===== src/hdl/vmt_pkg.sv =====
// ----------------------------------------------------------------------------
// vmt_pkg: shared types and constants of the virtio-mmio transport registers
// Register offsets, request and forwarding codes, and the item, result,
// configuration and state records passed between the transport modules.
// ----------------------------------------------------------------------------
package vmt_pkg;

    localparam int unsigned DefNumQueues   = 8;
    localparam int unsigned DefWindowBytes = 4096;

    localparam int unsigned CfgIdxW = 3;

    // request types
    localparam logic [1:0] REQ_READ   = 2'd0;
    localparam logic [1:0] REQ_WRITE  = 2'd1;
    localparam logic [1:0] REQ_USED   = 2'd2;
    localparam logic [1:0] REQ_CFGCHG = 2'd3;

    // register offsets
    localparam logic [11:0] OFF_MAGIC        = 12'h000;
    localparam logic [11:0] OFF_VERSION      = 12'h004;
    localparam logic [11:0] OFF_DEVICE_ID    = 12'h008;
    localparam logic [11:0] OFF_VENDOR_ID    = 12'h00C;
    localparam logic [11:0] OFF_DEV_FEAT     = 12'h010;
    localparam logic [11:0] OFF_DEV_FEAT_SEL = 12'h014;
    localparam logic [11:0] OFF_DRV_FEAT     = 12'h020;
    localparam logic [11:0] OFF_DRV_FEAT_SEL = 12'h024;
    localparam logic [11:0] OFF_QUEUE_SEL    = 12'h030;
    localparam logic [11:0] OFF_QUEUE_MAX    = 12'h034;
    localparam logic [11:0] OFF_QUEUE_READY  = 12'h044;
    localparam logic [11:0] OFF_QUEUE_NOTIFY = 12'h050;
    localparam logic [11:0] OFF_IRQ_STATUS   = 12'h060;
    localparam logic [11:0] OFF_IRQ_ACK      = 12'h064;
    localparam logic [11:0] OFF_STATUS       = 12'h070;
    localparam logic [11:0] OFF_CFG_GEN      = 12'h0FC;
    localparam logic [11:0] OFF_CFG_BASE     = 12'h100;

    localparam logic [31:0] MAGIC_VALUE   = 32'h7472_6976;
    localparam logic [31:0] VERSION_VALUE = 32'd2;

    // device feature selector, folded to three cases
    localparam logic [1:0] FSEL_LO   = 2'd0;
    localparam logic [1:0] FSEL_HI   = 2'd1;
    localparam logic [1:0] FSEL_NONE = 2'd2;

    // config space forwarding codes
    localparam logic [1:0] FWD_NONE  = 2'd0;
    localparam logic [1:0] FWD_READ  = 2'd1;
    localparam logic [1:0] FWD_WRITE = 2'd2;

    // configuration register indexes
    localparam logic [CfgIdxW-1:0] CFG_DEVICE_ID   = 3'd0;
    localparam logic [CfgIdxW-1:0] CFG_VENDOR_ID   = 3'd1;
    localparam logic [CfgIdxW-1:0] CFG_DEV_FEAT    = 3'd2;
    localparam logic [CfgIdxW-1:0] CFG_QUEUE_MAX   = 3'd3;
    localparam logic [CfgIdxW-1:0] CFG_QUEUES_USED = 3'd4;

    localparam logic [15:0] QUEUE_MAX_RESET   = 16'd256;
    localparam logic [3:0]  QUEUES_USED_RESET = 4'd1;

    // interrupt status bits
    localparam logic [1:0] IRQ_USED_BUF = 2'b01;
    localparam logic [1:0] IRQ_CFG_CHG  = 2'b10;

    typedef struct packed {
        logic [1:0]  req_type;
        logic [11:0] offset;
        logic [3:0]  access_size;
        logic [31:0] write_data;
    } t_item;

    typedef struct packed {
        logic [31:0] read_data;
        logic [1:0]  cfg_forward;
        logic [11:0] cfg_offset;
        logic [3:0]  cfg_size;
        logic [31:0] cfg_wdata;
        logic        notify_valid;
        logic [2:0]  notify_queue;
        logic        status_event;
        logic [31:0] status_value;
        logic        irq_raise;
    } t_result;

    typedef struct packed {
        logic [31:0] device_id;
        logic [31:0] vendor_id;
        logic [63:0] device_features;
        logic [15:0] queue_max_size;
        logic [3:0]  queues_in_use;
    } t_cfg;

    typedef struct packed {
        logic [31:0] device_status;
        logic [1:0]  dev_fsel;
        logic [31:0] queue_select;
        logic [1:0]  irq_status;
        logic [31:0] config_gen;
    } t_state;

endpackage


===== src/hdl/vmt_dec.sv =====
// ----------------------------------------------------------------------------
// vmt_dec: register decode of the virtio-mmio transport
// Works out one item's result and the next transport state from the
// registered item, the configuration and the present state.
// ----------------------------------------------------------------------------
module vmt_dec #(
    parameter int unsigned QUEUE_SLOTS  = vmt_pkg::DefNumQueues,
    parameter int unsigned WINDOW_BYTES = vmt_pkg::DefWindowBytes
) (
    input  vmt_pkg::t_item         i_item,
    input  vmt_pkg::t_cfg          i_cfg,
    input  vmt_pkg::t_state        i_st,
    input  logic [QUEUE_SLOTS-1:0] i_q_ready,
    output vmt_pkg::t_result       o_res,
    output vmt_pkg::t_state        o_st,
    output logic [QUEUE_SLOTS-1:0] o_q_ready
);
    import vmt_pkg::*;

    localparam int unsigned QW = (QUEUE_SLOTS > 1) ? $clog2(QUEUE_SLOTS) : 1;
    localparam logic [6:0]  NQ = 7'(QUEUE_SLOTS);
    localparam logic [16:0] WIN = 17'(WINDOW_BYTES);

    logic [6:0]    qcnt;
    logic          qok;
    logic [QW-1:0] qidx;
    logic          nok;
    logic [QW-1:0] nidx;
    logic          in_win;
    logic [31:0]   wd;

    assign wd     = i_item.write_data;
    assign qcnt   = ({3'b0, i_cfg.queues_in_use} < NQ) ? {3'b0, i_cfg.queues_in_use} : NQ;
    assign qok    = i_st.queue_select < {25'b0, qcnt};
    assign qidx   = i_st.queue_select[QW-1:0];
    assign nok    = wd < {25'b0, qcnt};
    assign nidx   = wd[QW-1:0];
    assign in_win = {5'b0, i_item.offset} < WIN;

    always_comb begin
        o_res     = '0;
        o_st      = i_st;
        o_q_ready = i_q_ready;
        case (i_item.req_type)
            REQ_USED: begin
                o_st.irq_status = i_st.irq_status | IRQ_USED_BUF;
                o_res.irq_raise = 1'b1;
            end
            REQ_CFGCHG: begin
                o_st.config_gen = i_st.config_gen + 32'd1;
                o_st.irq_status = i_st.irq_status | IRQ_CFG_CHG;
                o_res.irq_raise = 1'b1;
            end
            default: begin
                if (!in_win) begin
                    // drop accesses past the window
                end else if (i_item.offset >= OFF_CFG_BASE) begin
                    o_res.cfg_forward = (i_item.req_type == REQ_READ) ? FWD_READ : FWD_WRITE;
                    o_res.cfg_offset  = i_item.offset - OFF_CFG_BASE;
                    o_res.cfg_size    = i_item.access_size;
                    if (i_item.req_type == REQ_WRITE) begin
                        o_res.cfg_wdata = wd;
                    end
                end else if (i_item.req_type == REQ_READ) begin
                    case (i_item.offset)
                        OFF_MAGIC:     o_res.read_data = MAGIC_VALUE;
                        OFF_VERSION:   o_res.read_data = VERSION_VALUE;
                        OFF_DEVICE_ID: o_res.read_data = i_cfg.device_id;
                        OFF_VENDOR_ID: o_res.read_data = i_cfg.vendor_id;
                        OFF_DEV_FEAT: begin
                            case (i_st.dev_fsel)
                                FSEL_LO: o_res.read_data = i_cfg.device_features[31:0];
                                FSEL_HI: o_res.read_data = i_cfg.device_features[63:32];
                                default: o_res.read_data = '0;
                            endcase
                        end
                        OFF_QUEUE_MAX: begin
                            if (qok) o_res.read_data = {16'b0, i_cfg.queue_max_size};
                        end
                        OFF_QUEUE_READY: begin
                            if (qok) o_res.read_data = {31'b0, i_q_ready[qidx]};
                        end
                        OFF_IRQ_STATUS: o_res.read_data = {30'b0, i_st.irq_status};
                        OFF_STATUS:     o_res.read_data = i_st.device_status;
                        OFF_CFG_GEN:    o_res.read_data = i_st.config_gen;
                        default:        o_res.read_data = '0;
                    endcase
                end else begin
                    case (i_item.offset)
                        OFF_DEV_FEAT_SEL: begin
                            o_st.dev_fsel = (wd == 32'd0) ? FSEL_LO :
                                            (wd == 32'd1) ? FSEL_HI : FSEL_NONE;
                        end
                        OFF_QUEUE_SEL: o_st.queue_select = wd;
                        OFF_QUEUE_READY: begin
                            if (qok) o_q_ready[qidx] = (wd == 32'd1);
                        end
                        OFF_QUEUE_NOTIFY: begin
                            if (nok && i_q_ready[nidx]) begin
                                o_res.notify_valid = 1'b1;
                                o_res.notify_queue = wd[2:0];
                            end
                        end
                        OFF_IRQ_ACK: o_st.irq_status = i_st.irq_status & ~wd[1:0];
                        OFF_STATUS: begin
                            if (wd == 32'd0) begin
                                o_st.device_status = '0;
                                o_st.dev_fsel      = FSEL_LO;
                                o_st.queue_select  = '0;
                                o_st.irq_status    = '0;
                                o_q_ready          = '0;
                            end else begin
                                o_st.device_status = wd;
                            end
                            o_res.status_event = 1'b1;
                            o_res.status_value = wd;
                        end
                        default: begin
                            // hold state for unknown or read-only offsets
                        end
                    endcase
                end
            end
        endcase
    end

endmodule


===== src/hdl/virtio_mmio_transport_regs.sv =====
// ----------------------------------------------------------------------------
// virtio_mmio_transport_regs: virtio-mmio transport register file
// Decodes bus reads and writes at the standard register offsets, forwards
// config space accesses, raises interrupts on device events.
// ----------------------------------------------------------------------------
// Usage:
//   Request channel: drive i_req_type, i_offset, i_access_size, i_write_data
//   with i_start; an item is taken at each edge with i_start high and o_busy
//   low. o_busy stays low, so one item can enter every cycle.
//   Result channel: o_done marks one cycle in which all result ports hold the
//   item's result. An item passes the input register, the decode and the
//   result register on its way to the result ports; throughput 1 item per
//   cycle. The receiver cannot stall; every result is taken in its cycle.
//   Configuration channel: i_cfg_valid / o_cfg_ready with i_cfg_index and
//   i_cfg_data; o_cfg_ready is always high. Write it only while idle.
//   Reset (i_rst_n low, synchronous) drops any item in flight, clears all
//   transport state and loads configuration defaults (queue max size 256,
//   one queue in use). A status write of zero clears the transport state
//   except the config generation count.
// ----------------------------------------------------------------------------
module virtio_mmio_transport_regs #(
    parameter int unsigned QUEUE_SLOTS  = vmt_pkg::DefNumQueues,
    parameter int unsigned WINDOW_BYTES = vmt_pkg::DefWindowBytes
) (
    input  logic                        i_clk,
    input  logic                        i_rst_n,
    input  logic                        i_start,
    output logic                        o_busy,
    input  logic [1:0]                  i_req_type,
    input  logic [11:0]                 i_offset,
    input  logic [3:0]                  i_access_size,
    input  logic [31:0]                 i_write_data,
    output logic                        o_done,
    output logic [31:0]                 o_read_data,
    output logic [1:0]                  o_cfg_forward,
    output logic [11:0]                 o_cfg_offset,
    output logic [3:0]                  o_cfg_size,
    output logic [31:0]                 o_cfg_wdata,
    output logic                        o_notify_valid,
    output logic [2:0]                  o_notify_queue,
    output logic                        o_status_event,
    output logic [31:0]                 o_status_value,
    output logic                        o_irq_raise,
    input  logic                        i_cfg_valid,
    output logic                        o_cfg_ready,
    input  logic [vmt_pkg::CfgIdxW-1:0] i_cfg_index,
    input  logic [63:0]                 i_cfg_data
);
    import vmt_pkg::*;

    // input register
    logic                   r_in_valid;
    t_item                  r_item;
    // result register
    logic                   r_done;
    t_result                r_res;
    // transport state and configuration
    t_state                 r_st;
    logic [QUEUE_SLOTS-1:0] r_q_ready;
    t_cfg                   r_cfg;

    t_result                n_res;
    t_state                 n_st;
    logic [QUEUE_SLOTS-1:0] n_q_ready;

    assign o_busy      = 1'b0;
    assign o_cfg_ready = 1'b1;

    // capture the item
    always_ff @(posedge i_clk) begin
        if (!i_rst_n) begin
            r_in_valid <= 1'b0;
        end else begin
            r_in_valid <= i_start && !o_busy;
        end
        if (i_start && !o_busy) begin
            r_item.req_type    <= i_req_type;
            r_item.offset      <= i_offset;
            r_item.access_size <= i_access_size;
            r_item.write_data  <= i_write_data;
        end
    end

    vmt_dec #(
        .QUEUE_SLOTS  (QUEUE_SLOTS),
        .WINDOW_BYTES (WINDOW_BYTES)
    ) u_dec (
        .i_item    (r_item),
        .i_cfg     (r_cfg),
        .i_st      (r_st),
        .i_q_ready (r_q_ready),
        .o_res     (n_res),
        .o_st      (n_st),
        .o_q_ready (n_q_ready)
    );

    // commit the decoded item: advance state, load the result
    always_ff @(posedge i_clk) begin
        if (!i_rst_n) begin
            r_done    <= 1'b0;
            r_st      <= '0;
            r_q_ready <= '0;
        end else begin
            r_done <= r_in_valid;
            if (r_in_valid) begin
                r_st      <= n_st;
                r_q_ready <= n_q_ready;
            end
        end
        if (r_in_valid) begin
            r_res <= n_res;
        end
    end

    // configuration writes
    always_ff @(posedge i_clk) begin
        if (!i_rst_n) begin
            r_cfg.device_id       <= '0;
            r_cfg.vendor_id       <= '0;
            r_cfg.device_features <= '0;
            r_cfg.queue_max_size  <= QUEUE_MAX_RESET;
            r_cfg.queues_in_use   <= QUEUES_USED_RESET;
        end else if (i_cfg_valid && o_cfg_ready) begin
            case (i_cfg_index)
                CFG_DEVICE_ID:   r_cfg.device_id       <= i_cfg_data[31:0];
                CFG_VENDOR_ID:   r_cfg.vendor_id       <= i_cfg_data[31:0];
                CFG_DEV_FEAT:    r_cfg.device_features <= i_cfg_data;
                CFG_QUEUE_MAX:   r_cfg.queue_max_size  <= i_cfg_data[15:0];
                CFG_QUEUES_USED: r_cfg.queues_in_use   <= i_cfg_data[3:0];
                default: begin
                    // drop writes to unknown indexes
                end
            endcase
        end
    end

    assign o_done         = r_done;
    assign o_read_data    = r_res.read_data;
    assign o_cfg_forward  = r_res.cfg_forward;
    assign o_cfg_offset   = r_res.cfg_offset;
    assign o_cfg_size     = r_res.cfg_size;
    assign o_cfg_wdata    = r_res.cfg_wdata;
    assign o_notify_valid = r_res.notify_valid;
    assign o_notify_queue = r_res.notify_queue;
    assign o_status_event = r_res.status_event;
    assign o_status_value = r_res.status_value;
    assign o_irq_raise    = r_res.irq_raise;

endmodule


===== config.mk =====
export PLATFORM = sky130hd
export DESIGN_NAME = virtio_mmio_transport_regs
export DESIGN_NICKNAME = d
export VERILOG_FILES = /design/src/hdl/vmt_pkg.sv /design/src/hdl/vmt_dec.sv /design/src/hdl/virtio_mmio_transport_regs.sv
export SDC_FILE = /design/constraint.sdc
export NUM_CORES = 1
export LEC_CHECK = 0
export BUFFER_PORTS_ARGS = -buffer_cell sky130_fd_sc_hd__buf_2
export CAP_MARGIN = 20
export CELL_PAD_IN_SITES_DETAIL_PLACEMENT = 1
export CELL_PAD_IN_SITES_GLOBAL_PLACEMENT = 2
export CORE_MARGIN = 8
export CORE_UTILIZATION = 40
export CTS_BUF_LIST = sky130_fd_sc_hd__clkbuf_8
export CTS_CLUSTER_DIAMETER = 150
export CTS_CLUSTER_SIZE = 24
export DETAILED_ROUTE_END_ITERATION = 10
export GPL_ROUTABILITY_DRIVEN = 0
export PLACE_DENSITY = 0.86
export REMOVE_ABC_BUFFERS = 1
export SYNTH_ARGS = -nofsm -noshare
export SYNTH_HDL_FRONTEND = slang
export SYNTH_HIERARCHICAL = 1
export SYNTH_SLANG_ARGS = --single-unit

===== constraint.sdc =====
create_clock -name i_clk -period 5.2 [get_ports i_clk]
set_input_delay 0.52 -clock i_clk [delete_from_list [all_inputs] [get_ports i_clk]]
set_output_delay 0.52 -clock i_clk [all_outputs]
set_load 0.1 [all_outputs]

* Word-level counts from Yosys, hierarchy flattened *
Cells that the tools add are included.

operators by class
  $add $sub $neg = 2
  order comparisons = 7
  equality and inequality tests = 30
  mux-type cells = 29
  bitwise logic cells = 11
  reductions and logical operators = 32

operators with widths
  kind                     count
  $pmux W32 S10            1
  $pmux W32 S2             2
  $eq A12 B7 Y1 const B    5
  $mux W36                 1
  $mux W33                 1
  $add A32 B1 Y32 const B  1
  $eq A32 B1 Y1 const B    1
  $logic_not A32 Y1        1
  $lt A32 B4 Y1            1
  $lt A32 B7 Y1            1
  $mux W32                 1
  $eq A12 B4 Y1 const B    2
  $eq A12 B5 Y1 const B    2
  $eq A12 B6 Y1 const B    2
  $reduce_and A6 Y1        4
  $mux W16                 1
  $mux W8                  2
  $pmux W8 S2              1
  $eq A12 B3 Y1 const B    1
  $eq A12 B8 Y1 const B    1
  $ge A12 B9 Y1 const B    1
  $logic_not A12 Y1        1
  $pmux W2 S2              3
  $reduce_and A2 Y1        6
  other kinds (33)         68

word-level totals
  flip-flop bits (word level) = 428

* Depth between registers and ports, before layout *
Gate-level depths: netlist of the first run.

  depth in word-level cells = 7
  gate-level depth with buffers = 12

* Hierarchy *
Netlist of the first run, hierarchy kept.

by module, submodules not included
  module                      instances  cells each  area an instance (sq um)
  virtio_mmio_transport_regs  1          1082        14790.4
  vmt_dec                     1          678         4558.1

* Worst setup path after synthesis of the first run *
No wires, ideal clock.

  kind = register to register
  start point = register r_in_valid
  end point = register r_st[90] (netlist bit)
  setup time = 0.116 ns
  arrival time = 4.097 ns
  required time = 5.084 ns
  setup slack = 0.987 ns
  stages on the path, launching flop included = 6
  path buffers = 3
  period minus slack after synthesis = 4.213 ns
  path through = dfxtp_1 buf_2 buf_4 buf_4 mux2i_1 nor2b_1

on the way
  cells in the longest elaborated chain, start to end = 1

ends and longest elaborated chain
  what                         line                               text
  from (decl)                  virtio_mmio_transport_regs.sv:52   logic r_in_valid;
  from (signal assigned)       virtio_mmio_transport_regs.sv:74   r_in_valid <= i_start && !o_busy;
  $reduce_and A5 Y1 (no line)  --
  to (signal assigned)         virtio_mmio_transport_regs.sv:106  r_st <= n_st;
  to (decl)                    virtio_mmio_transport_regs.sv:58   t_state r_st;

No other way between the ends.
A chain may end at the register's enable or synchronous reset.

* Worst setup path in the final report of the first run *
  start point = register r_item[44] (netlist bit)
  end point = register r_res, in the netlist o_read_data[13], data pin

on the way
  cells in the longest elaborated chain, start to end = 2

ends and longest elaborated chain
  what                                                         line                               text
  from (decl)                                                  virtio_mmio_transport_regs.sv:53   t_item r_item;
  $ge A12 B9 Y1, or another cell as far along                  vmt_dec.sv:57                      end else if (i_item.offset >= OFF_CFG_BASE) begin
  $reduce_or A4 Y1 (no line) or $pmux W32 S10 (tied branches)  --
  to (signal assigned)                                         virtio_mmio_transport_regs.sv:111  r_res <= n_res;
  to (decl)                                                    virtio_mmio_transport_regs.sv:56   t_result r_res;

Parallel ways exist; a longest one is shown, timed or not.

==> metrics.md, run 1 <==
| Metric | Value |
|---|---|
| Leak | 7.99 nW |
| Library cells used by synthesis | 68 |
| Die Area | 55,700 sq um |
| Final setup vio count | 0 |
| Initial DRC Count | 984 |
| Layout cells sized above 1 | 0.166 |
| Synth Cell Area | 19,300 sq um |
| CP Capture Type | flop |
| FF+latch count, synth | 428 |
| Die H | 236 um |
| Area grow syn2layout | 11.2% |
| Switching share of total power | 0.294 |
| Gate Count Post-Synth | 1,760 |
| Int Power | 4.22 mW |
| EDFF count, synth | 170 |
| I/O Buffers | 241 |
| Vias | 14,100 |
| Largest net degree at the start of global routing | 149 |
| Htree depth | 1 |
| Post-DP HPWL | 39,300 um |
| Max Clock Skew | 41.1 ps |
| Final hold viol count | 0 |
| Final setup TNS | 0 ps |
| Number of global-route vias before repair | 15,100 |
| Critical path peak fanout | 33 |
| Inserted Clock Buffers | 21 |
| Status | finished, final reports clean |
| Final Instance Area | 21,500 sq um |
| FFs w/ async S/R, synth | 0 |
| Most Crowded Layer GR | met2 |
| Vias per cell | 5.51 |
| Met3 Use GR | 0.0276 |
| Routed WL per cell | 22.7 um |
| GRT overflow | 0 |
| Gr usage total | 0.202 |
| Drt drc | 0 |
| Met1 Usage GRT | 0.268 |
| Sequential power share | 0.621 |
| CP required | 5570 ps |
| Main synth FF type | dfxtp_1 |
| Seq/Total Area, Yosys | 0.531 |
| Area post-placement | 21,000 sq um |
| Pre-antenna DRT Iters | 7 |
| IO Pins | 244 |
| Core area | 47,700 sq um |
| Fin util | 0.451 |
| Fmax | 0.275 GHz |
| DRT antenna net count | 0 |
| Routed WL | 58,300 um |
| Worst Hold Class | primary input to flop |
| Initial Util | 0.405 |
| Max-slew headroom | 0.205 |
| Tcrit/Tclk final | 0.699 |
| Root Buffer | clkbuf_8 |
| Final slew viol count | 0 |
| CTS tree | yes |
| Crit path arrival time | 4000 ps |
| Critical path class | flop to flop |
| Post_cts resized | 0 |
| Max-Cap Viols | 0 |
| CTS Sinks | 428 |
| Site Rows | 80 |
| Avg Inst Size Synth | 11.0 sq um |
| Die W | 236 um |
| Fill count | 5,200 |
| Time the worst path needs with I/O delays and setup | 3630 ps |
| Power per Cell Area | 278 nW/um^2 |
| Overall power | 5.98 mW |
| Nets | 2,065 |
| VDD IR-drop max | 0.192 mV |
| Comb pwr share | 0.132 |
| Yosys warns | 6 |
| Latest clock arrival within the worst-skew pair | 640 ps |
| Antenna violations before repair | 2 |
| RSZ-0062 raised after global routing | false |
| Global-route wire length before repair | 90,100 um |
| Clk buf depth | 3 |
| Slew @ Worst Pin | 1190 ps |
| Clock-pin slew on the worst setup and hold paths | 150 ps |
| Clock power frac | 0.247 |
| Startpoint types | flop |
| NetSw | 1.76 mW |
| Met2 global-route usage | 0.349 |
## repair_timing
| action | in CTS | in global routing |
|---|---|---|
| setup buffers | 0 | 0 |
| hold endpoints to repair | 15 | 0 |
| hold buffers | 15 | 0 |
## Yosys cell counts (3+ instances only)
master	number	area, sq um
a2111o_1	4	45.0
a211oi_1	10	75.1
a21o_1	37	278
a21oi_1	19	95.1
a221oi_1	31	272
a22o_1	32	280
a22oi_1	31	233
a31oi_1	17	106
and2_1	58	363
and3_1	41	257
and4_1	4	35.0
buf_1	3	11.3
buf_2	39	195
buf_4	8	60.1
buf_6	11	124
clkbuf_1	72	270
dfxtp_1	258	5160
edfxtp_1	170	5100
ha_1	9	113
inv_1	17	63.8
mux2_2	3	33.8
mux2i_1	291	2910
nand2_1	249	935
nand3_1	17	85.1
nand4_1	23	144
nor2_1	38	143
nor2b_1	119	744
nor3_1	9	45.0
nor4_1	15	93.8
nor4_2	3	37.5
o2111ai_1	5	43.8
o21ai_0	27	135
o22ai_1	7	43.8
or2_2	3	18.8
or3_1	3	18.8
or3b_2	3	26.3
or4_1	3	22.5
xnor2_1	21	184
xor2_1	12	105
## critical path: stages (launching register included)
cell      delay [ps]
edfxtp_1         430
inv_1             60
ha_1             230
or3b_1           340
nor4_4            80
buf_4            300
a311o_1          420
o311ai_4         980
buf_4            420
a31oi_1           80
## area by class of cell
class | instances | area, sq um | share of cell area
flip-flops and latches | 428 | 10300 | 0.478
inverters | 17 | 63.8 | 0.00297
repair buffers | 285 | 1620 | 0.0754
clock buffers | 21 | 289 | 0.0134
multi-input cells | 1182 | 8410 | 0.391
diodes | 1 | 2.50 | 0.000116
clock inverters | 15 | 82.6 | 0.00384
well taps | 615 | 769 | 0.0358
## kinds of logic (layout without fill, tap and decap cells)
group	count (synthesis)	count (layout)	synth area share
compound gates	234	234	0.0917
xor+xnor	33	33	0.0149
fa+ha+maj	9	9	0.00582
buf+inv	150	338	0.0374
flops	428	428	0.531
mux	296	296	0.155
other cells	2	3	0.000388
simple gates	608	608	0.164
## metrics by stage
step	instances	setup WS (ps)	hold slack (ps)
after global placement	2509	1770	441
after global routing	2563	1420	4.46
after detailed placement	2509	1680	449
after floorplan	1627	-1830	432
final	2564	1570	60.7
after CTS	2560	1640	2.71
## flip-flops by register name (all words and copies together), names as in the netlist
register	cells
r_st	100
o_status_value	32
r_item	50
o_notify_valid	1
o_read_data	32
o_irq_raise	1
o_cfg_wdata	32
r_q_ready	8
o_notify_queue	3
o_cfg_size	4
o_cfg_forward	2
o_status_event	1
o_done	1
r_cfg	148
o_cfg_offset	12
r_in_valid	1
## layer usage
metal | share of wire | vias to the layer above
met5 | 0 | -
met4 | 0.015 | 0
met3 | 0.046 | 54
met2 | 0.48 | 319
met1 | 0.46 | 7102
li1 | - | 6640
## power by group through the flow
stage	Sequential [mW]	Clock [mW]	Combinational (mW)
after floorplan	4.15	0	0.187
after global placement	3.79	0	0.772
after detailed placement	3.79	0	0.782
after CTS	3.72	1.55	0.792
after global routing	3.73	1.65	0.822
final	3.71	1.48	0.787
## final timing paths
check	startpoint	depth (start not counted)	to	slack, ps
worst max-delay path	r_item[44]$_DFFE_PP_	9	o_read_data[13]$_DFFE_PP_	1570
worst max register to register	r_item[44]$_DFFE_PP_	9	o_read_data[13]$_DFFE_PP_	1570
worst min-delay path	i_access_size[2]	1	r_item[34]$_DFFE_PP_	60
worst min register to register	r_cfg[29]$_SDFFE_PN0P_	2	r_cfg[29]$_SDFFE_PN0P_	470
## cell usage in the layout, fill, tap and decap left out, types with 10 or more instances in the layout
| cell | instances |
|---|---|
| and3_1 | 41 |
| nand3_1 | 17 |
| a22o_1 | 32 |
| nand4_1 | 23 |
| a221oi_1 | 31 |
| o21ai_0 | 27 |
| buf_2 | 241 |
| dlygate4sd3_1 | 15 |
| inv_1 | 31 |
| dfxtp_1 | 256 |
| xnor2_1 | 21 |
| buf_4 | 24 |
| edfxtp_1 | 170 |
| nand2_1 | 249 |
| and2_1 | 58 |
| a21oi_1 | 19 |
| a21o_1 | 37 |
| a211oi_1 | 10 |
| nor4_1 | 15 |
| xor2_1 | 12 |
| mux2i_1 | 291 |
| nor2b_1 | 119 |
| a22oi_1 | 31 |
| clkbuf_8 | 22 |
| a31oi_1 | 17 |
| nor2_1 | 37 |
(Power assumes the default switching activity.)
==> inputs of run 2 (changes only) <==
- CORE_UTILIZATION: 40 -> 36
- PLACE_DENSITY: 0.86 -> 0.82
- clock period: 5.2 -> 3.06 ns (I/O delays scaled with it)
==> metrics.md, run 2 (synthesis results as in run 1) <==
| Metric | Value |
|---|---|
| Status | finished, final reports clean |
| Final setup vio count | 0 |
| CTS Sinks | 428 |
| Largest net degree at the start of global routing | 77 |
| Sequential power share | 0.606 |
| Max FFs per register | 148 |
| Max Clock Skew | 43.5 ps |
| Die Area | 61,400 sq um |
| Worst Hold Class | primary input to flop |
| CP Capture Type | flop |
| Max-Cap Viols | 0 |
| Core area | 53,500 sq um |
| CTS tree | yes |
| Clock-pin slew on the worst setup and hold paths | 160 ps |
| Tcrit/Tclk final | 0.918 |
| Antenna violations before repair | 3 |
| Leak | 8.64 nW |
| Worst path max stage delay | 460 ps |
| Worst slack, placed | -18.1 ps |
| Switching share of total power | 0.296 |
| VDD IR-drop max | 0.379 mV |
| CP required | 3590 ps |
| Root Buffer | clkbuf_8 |
| Layout cells sized above 1 | 0.178 |
| IO Pins | 244 |
| Die H | 248 um |
| Vias | 14,800 |
| RSZ-0062 raised after global routing | false |
| Initial Util | 0.362 |
| Routed WL | 62,100 um |
| CP Buf/Inv Count | 2 |
| NetSw | 3.07 mW |
| Fin util | 0.430 |
| Final setup margin | 251 ps |
| Commonest non-fill, non-tap cell in the layout | mux2i_1 |
| CP top delay family | simple AND/OR/NAND/NOR gates |
| Max-slew headroom | 0.354 |
| Reg with most FFs | r_cfg |
| Clk buf depth | 3 |
| Biggest regs | r_cfg x148, r_st x100, r_item x50 |
| Clock power frac | 0.246 |
| DRT antenna net count | 0 |
| Routed WL per cell | 22.3 um |
| Final slew viol count | 0 |
| Global-route wire length before repair | 94,300 um |
| Pre-antenna DRT Iters | 5 |
| Power per Cell Area | 450 nW/um^2 |
| Gr usage total | 0.197 |
| Nets | 2,205 |
| Slowest CP cell | edfxtp_1 |
| Hold_ws | 45.7 ps |
| Post-CTS Setup Bufs | 0 |
| Vias per cell | 5.32 |
| GRT overflow | 0 |
| Int Power | 7.29 mW |
| Critical path class | flop to flop |
| Site Rows | 85 |
| Slew @ Worst Pin | 966 ps |
| Htree depth | 1 |
| Drt drc | 0 |
| Initial DRC Count | 782 |
| I/O Buffers | 241 |
| Final setup TNS | 0 ps |
| Number of global-route vias before repair | 15,600 |
| Startpoint types | flop |
| Reg2reg setup slack | 250 ps |
| Final hold viol count | 0 |
| Die W | 248 um |
| Worst path cell trace | inv_1 > ha_1 > or3b_4 > a311o_1 > or4_1 > buf_4 > nor2b_1 > o22ai_1 > mux2i_1 > nor2b_1 |
| Most frequent cell on the critical path | nor2b_1 |
| Most frequent cells in the layout | 291 x mux2i_1, 256 x dfxtp_1, 249 x nand2_1 |
| Comb pwr share | 0.148 |
| Inserted Clock Buffers | 21 |
| Post-DP HPWL | 43,700 um |
| Fmax | 0.356 GHz |
| Latest clock arrival within the worst-skew pair | 640 ps |
| Crit path arrival time | 3340 ps |
| Area grow syn2layout | 18.9% |
| Critical path peak fanout | 18 |
| Overall power | 10.4 mW |
| Time the worst path needs with I/O delays and setup | 2810 ps |
run 2: metrics by stage:
| step | std cells | instance area (sq um) |
|---|---|---|
| 6_report | 2788 | 23000 |
| 5_1_grt | 2786 | 23000 |
| 4_1_cts | 2786 | 23000 |
| 3_5_place_dp | 2638 | 21500 |
| 3_3_place_gp | 2638 | 21500 |
| 2_1_floorplan | 1627 | 18700 |
run 2: layout make-up:
type | instances | area (sq um)
Clock buffer | 21 | 289
Timing Repair Buffer | 425 | 2980
Multi-Input combinational cell | 1182 | 8430
Antenna cell | 2 | 5.00
Sequential cell | 428 | 10300
Clock inverter | 17 | 93.8
Tap cell | 696 | 871
Fill cell | 5817 | 30500
Inverter | 17 | 63.8
run 2: metal layers:
layer / up-vias / global-route usage / part of all wire
li1: 6939 / - / -
met1: 7477 / 0.263 / 0.45
met2: 337 / 0.330 / 0.47
met3: 78 / 0.0286 / 0.047
met4: 2 / 0.0542 / 0.025
met5: - / 0 / 0.00016
run 2: worst paths after layout:
kind	from	end	depth (start not counted)
setup / recovery	r_item[44]$_DFFE_PP_	r_st[66]$_SDFFE_PN0P_	10
hold / removal	i_cfg_data[2]	r_cfg[86]$_SDFFE_PN0P_	3
setup reg to reg	r_item[44]$_DFFE_PP_	r_st[66]$_SDFFE_PN0P_	10
hold reg to reg	r_cfg[61]$_SDFFE_PN0P_	r_cfg[61]$_SDFFE_PN0P_	2
run 2: worst reg2reg max path: stages (launching register included):
cell      delay, ps
edfxtp_1        460
inv_1            80
ha_1            190
or3b_4          450
a311o_1         360
or4_1           460
buf_4           240
nor2b_1         200
o22ai_1          90
mux2i_1         140
nor2b_1          60
run 2: timing repair:
action                                  CTS  global route
resized for setup                         1             2
hold buffers                            110             0
pin swaps                                 0             0
hold endpoints to repair                159             0
endpoints found under the setup margin   26            28
run 2: power by group through the flow:
stage	sequential (mW)	clock, mW	combinational (mW)
final	6.27	2.55	1.53
after global routing	6.30	2.85	1.61
after CTS	6.27	2.67	1.55
after detailed placement	6.40	0	1.43
after global placement	6.39	0	1.41
after floorplan	7.05	0	0.318
==> inputs of run 3 (changes only) <==
- BUFFER_PORTS_ARGS: -buffer_cell sky130_fd_sc_hd__buf_2 -> -buffer_cell sky130_fd_sc_hd__buf_4
- GPL_ROUTABILITY_DRIVEN: 0 -> 1
==> metrics.md, run 3 (synthesis results as in run 1) <==
| Metric | Value |
|---|---|
| Initial Util | 0.362 |
| Core area | 53,500 sq um |
| Htree depth | 1 |
| Worst Hold Class | primary input to flop |
| Final hold viol count | 0 |
| Inserted Clock Buffers | 21 |
| Cell Count Post-Placement | 2,629 |
| Critical path class | flop to flop |
| Critical path peak fanout | 14 |
| Final setup margin | 236 ps |
| Initial DRC Count | 827 |
| CTS tree | yes |
| Antenna violations before repair | 2 |
| GRT overflow | 0 |
| Routed WL per cell | 22.2 um |
| Die Area | 61,400 sq um |
| Hold_ws | 54.4 ps |
| Layout cells sized above 1 | 0.173 |
| Tcrit/Tclk final | 0.923 |
| Die H | 248 um |
| Reg2Reg Depth | 7 |
| Reg2reg setup slack | 240 ps |
| Post-CTS Setup Bufs | 0 |
| Fin cells | 2,775 |
| Drt drc | 0 |
| Post-DP HPWL | 42,800 um |
| Fill count | 5,731 |
| Overall power | 10.4 mW |
| Gr usage total | 0.195 |
| Power per Cell Area | 442 nW/um^2 |
| Final Instance Area | 23,600 sq um |
| CP required | 3510 ps |
| Max-Cap Viols | 0 |
| Die W | 248 um |
| DRT antenna net count | 0 |
| Vias per cell | 5.27 |
| Reg with most FFs | r_cfg |
| Latest clock arrival within the worst-skew pair | 640 ps |
| Startpoint types | flop |
| Status | finished, final reports clean |
| Most frequent cells in the layout | 291 x mux2i_1, 291 x buf_4, 256 x dfxtp_1 |
| IO Pins | 244 |
| Pre-antenna DRT Iters | 5 |
| Leak | 8.83 nW |
| Clock-pin slew on the worst setup and hold paths | 150 ps |
| Routability cong. | 0.829 |
| Hold depth | 3 |
| VDD IR-drop max | 0.290 mV |
| Area post-placement | 22,100 sq um |
| Global-route wire length before repair | 93,400 um |
| Clk buf depth | 3 |
| Max FFs per register | 148 |
| RR Startpoint | r_item[44]$_DFFE_PP_ |
| Area grow syn2layout | 21.8% |
| HP Start | i_cfg_data[2] |
| Largest net degree at the start of global routing | 74 |
| Max-slew headroom | 0.397 |
| Final setup vio count | 0 |
| CTS Sinks | 428 |
| Reg2reg end | o_read_data[4]$_DFFE_PP_ |
| Routed WL | 61,500 um |
| Nets | 2,196 |
| RSZ-0062 raised after global routing | false |
| Slew @ Worst Pin | 905 ps |
| Worst slack, placed | 241 ps |
| Time the worst path needs with I/O delays and setup | 2820 ps |
| Number of global-route vias before repair | 15,700 |
| I/O Buffers | 241 |
| Site Rows | 85 |
| Vias | 14,600 |
| Hold Path End | r_cfg[86]$_SDFFE_PN0P_ |
| CP Capture Type | flop |
| Final slew viol count | 0 |
| Crit path arrival time | 3270 ps |
| Fmax | 0.354 GHz |
| Biggest regs | r_cfg x148, r_st x100, r_item x50 |
| Max Clock Skew | 31.9 ps |
| Root Buffer | clkbuf_8 |
==> run 3: changes by cell type in the layout (fill, tap and decap cells not counted), sizes merged <==
cell and delta:
buf -9, inv -2, clkinvlp -1, diode -1
==> run 3: metal layers <==
layer  vias to the layer above  wire length (um)  track usage
met5                         -                 0            0
met4                         0              1420       0.0507
met3                        60              2620       0.0264
met2                       292             29600        0.334
met1                      7374             27900        0.257
li1                       6908                 -            -
==> run 3: worst max-delay path, stage by stage, from the launching register on <==
cell,delay (ps)
edfxtp_1,460
inv_1,80
ha_1,190
or3b_1,490
a31oi_1,620
o311ai_4,310
buf_4,280
a31oi_1,210
==> run 3: worst max-delay path by stage <==
stage                                startpoint                        end  slack, ps  cells past startpoint
after floorplan           r_in_valid$_SDFF_PN0_  r_q_ready[0]$_SDFFE_PN0P_      -3970                      2
after global placement     r_item[42]$_DFFE_PP_   o_cfg_wdata[1]$_DFFE_PP_        110                      4
after detailed placement   r_item[44]$_DFFE_PP_   o_read_data[2]$_DFFE_PP_        240                      7
after CTS                  r_item[44]$_DFFE_PP_   o_read_data[2]$_DFFE_PP_        210                      7
after global routing       r_item[39]$_DFFE_PP_  r_q_ready[5]$_SDFFE_PN0P_         30                      7
final                      r_item[44]$_DFFE_PP_   o_read_data[4]$_DFFE_PP_        240                      7
==> run 3: layout make-up <==
class | instances | area, sq um | share of cell area
flip-flops and latches | 428 | 10300 | 0.436
multi-input cells | 1182 | 8410 | 0.357
repair buffers | 416 | 3580 | 0.152
well taps | 696 | 871 | 0.0370
clock buffers | 21 | 289 | 0.0123
clock inverters | 14 | 78.8 | 0.00334
inverters | 17 | 63.8 | 0.00271
diodes | 1 | 2.50 | 0.000106
==> run 3: per-stage QoR <==
step / util / TNS (ps)
final: 0.441 / 0
after global routing: 0.441 / 0
after CTS: 0.441 / 0
after detailed placement: 0.413 / 0
after global placement: 0.413 / 0
after floorplan: - / -923400
==> run 3: power breakdown <==
part	internal, mW	switching (mW)
clock network	0.736	1.79
registers	6.12	0.156
logic	0.504	1.11
==> run 3: timing repair <==
| item | 4_1_cts | 5_1_grt |
|---|---|---|
| hold buffers | 110 | 0 |
| endpoints found under the hold margin | 167 | 0 |
| endpoints found under the setup margin | 0 | 0 |
| resized for setup | 0 | 0 |
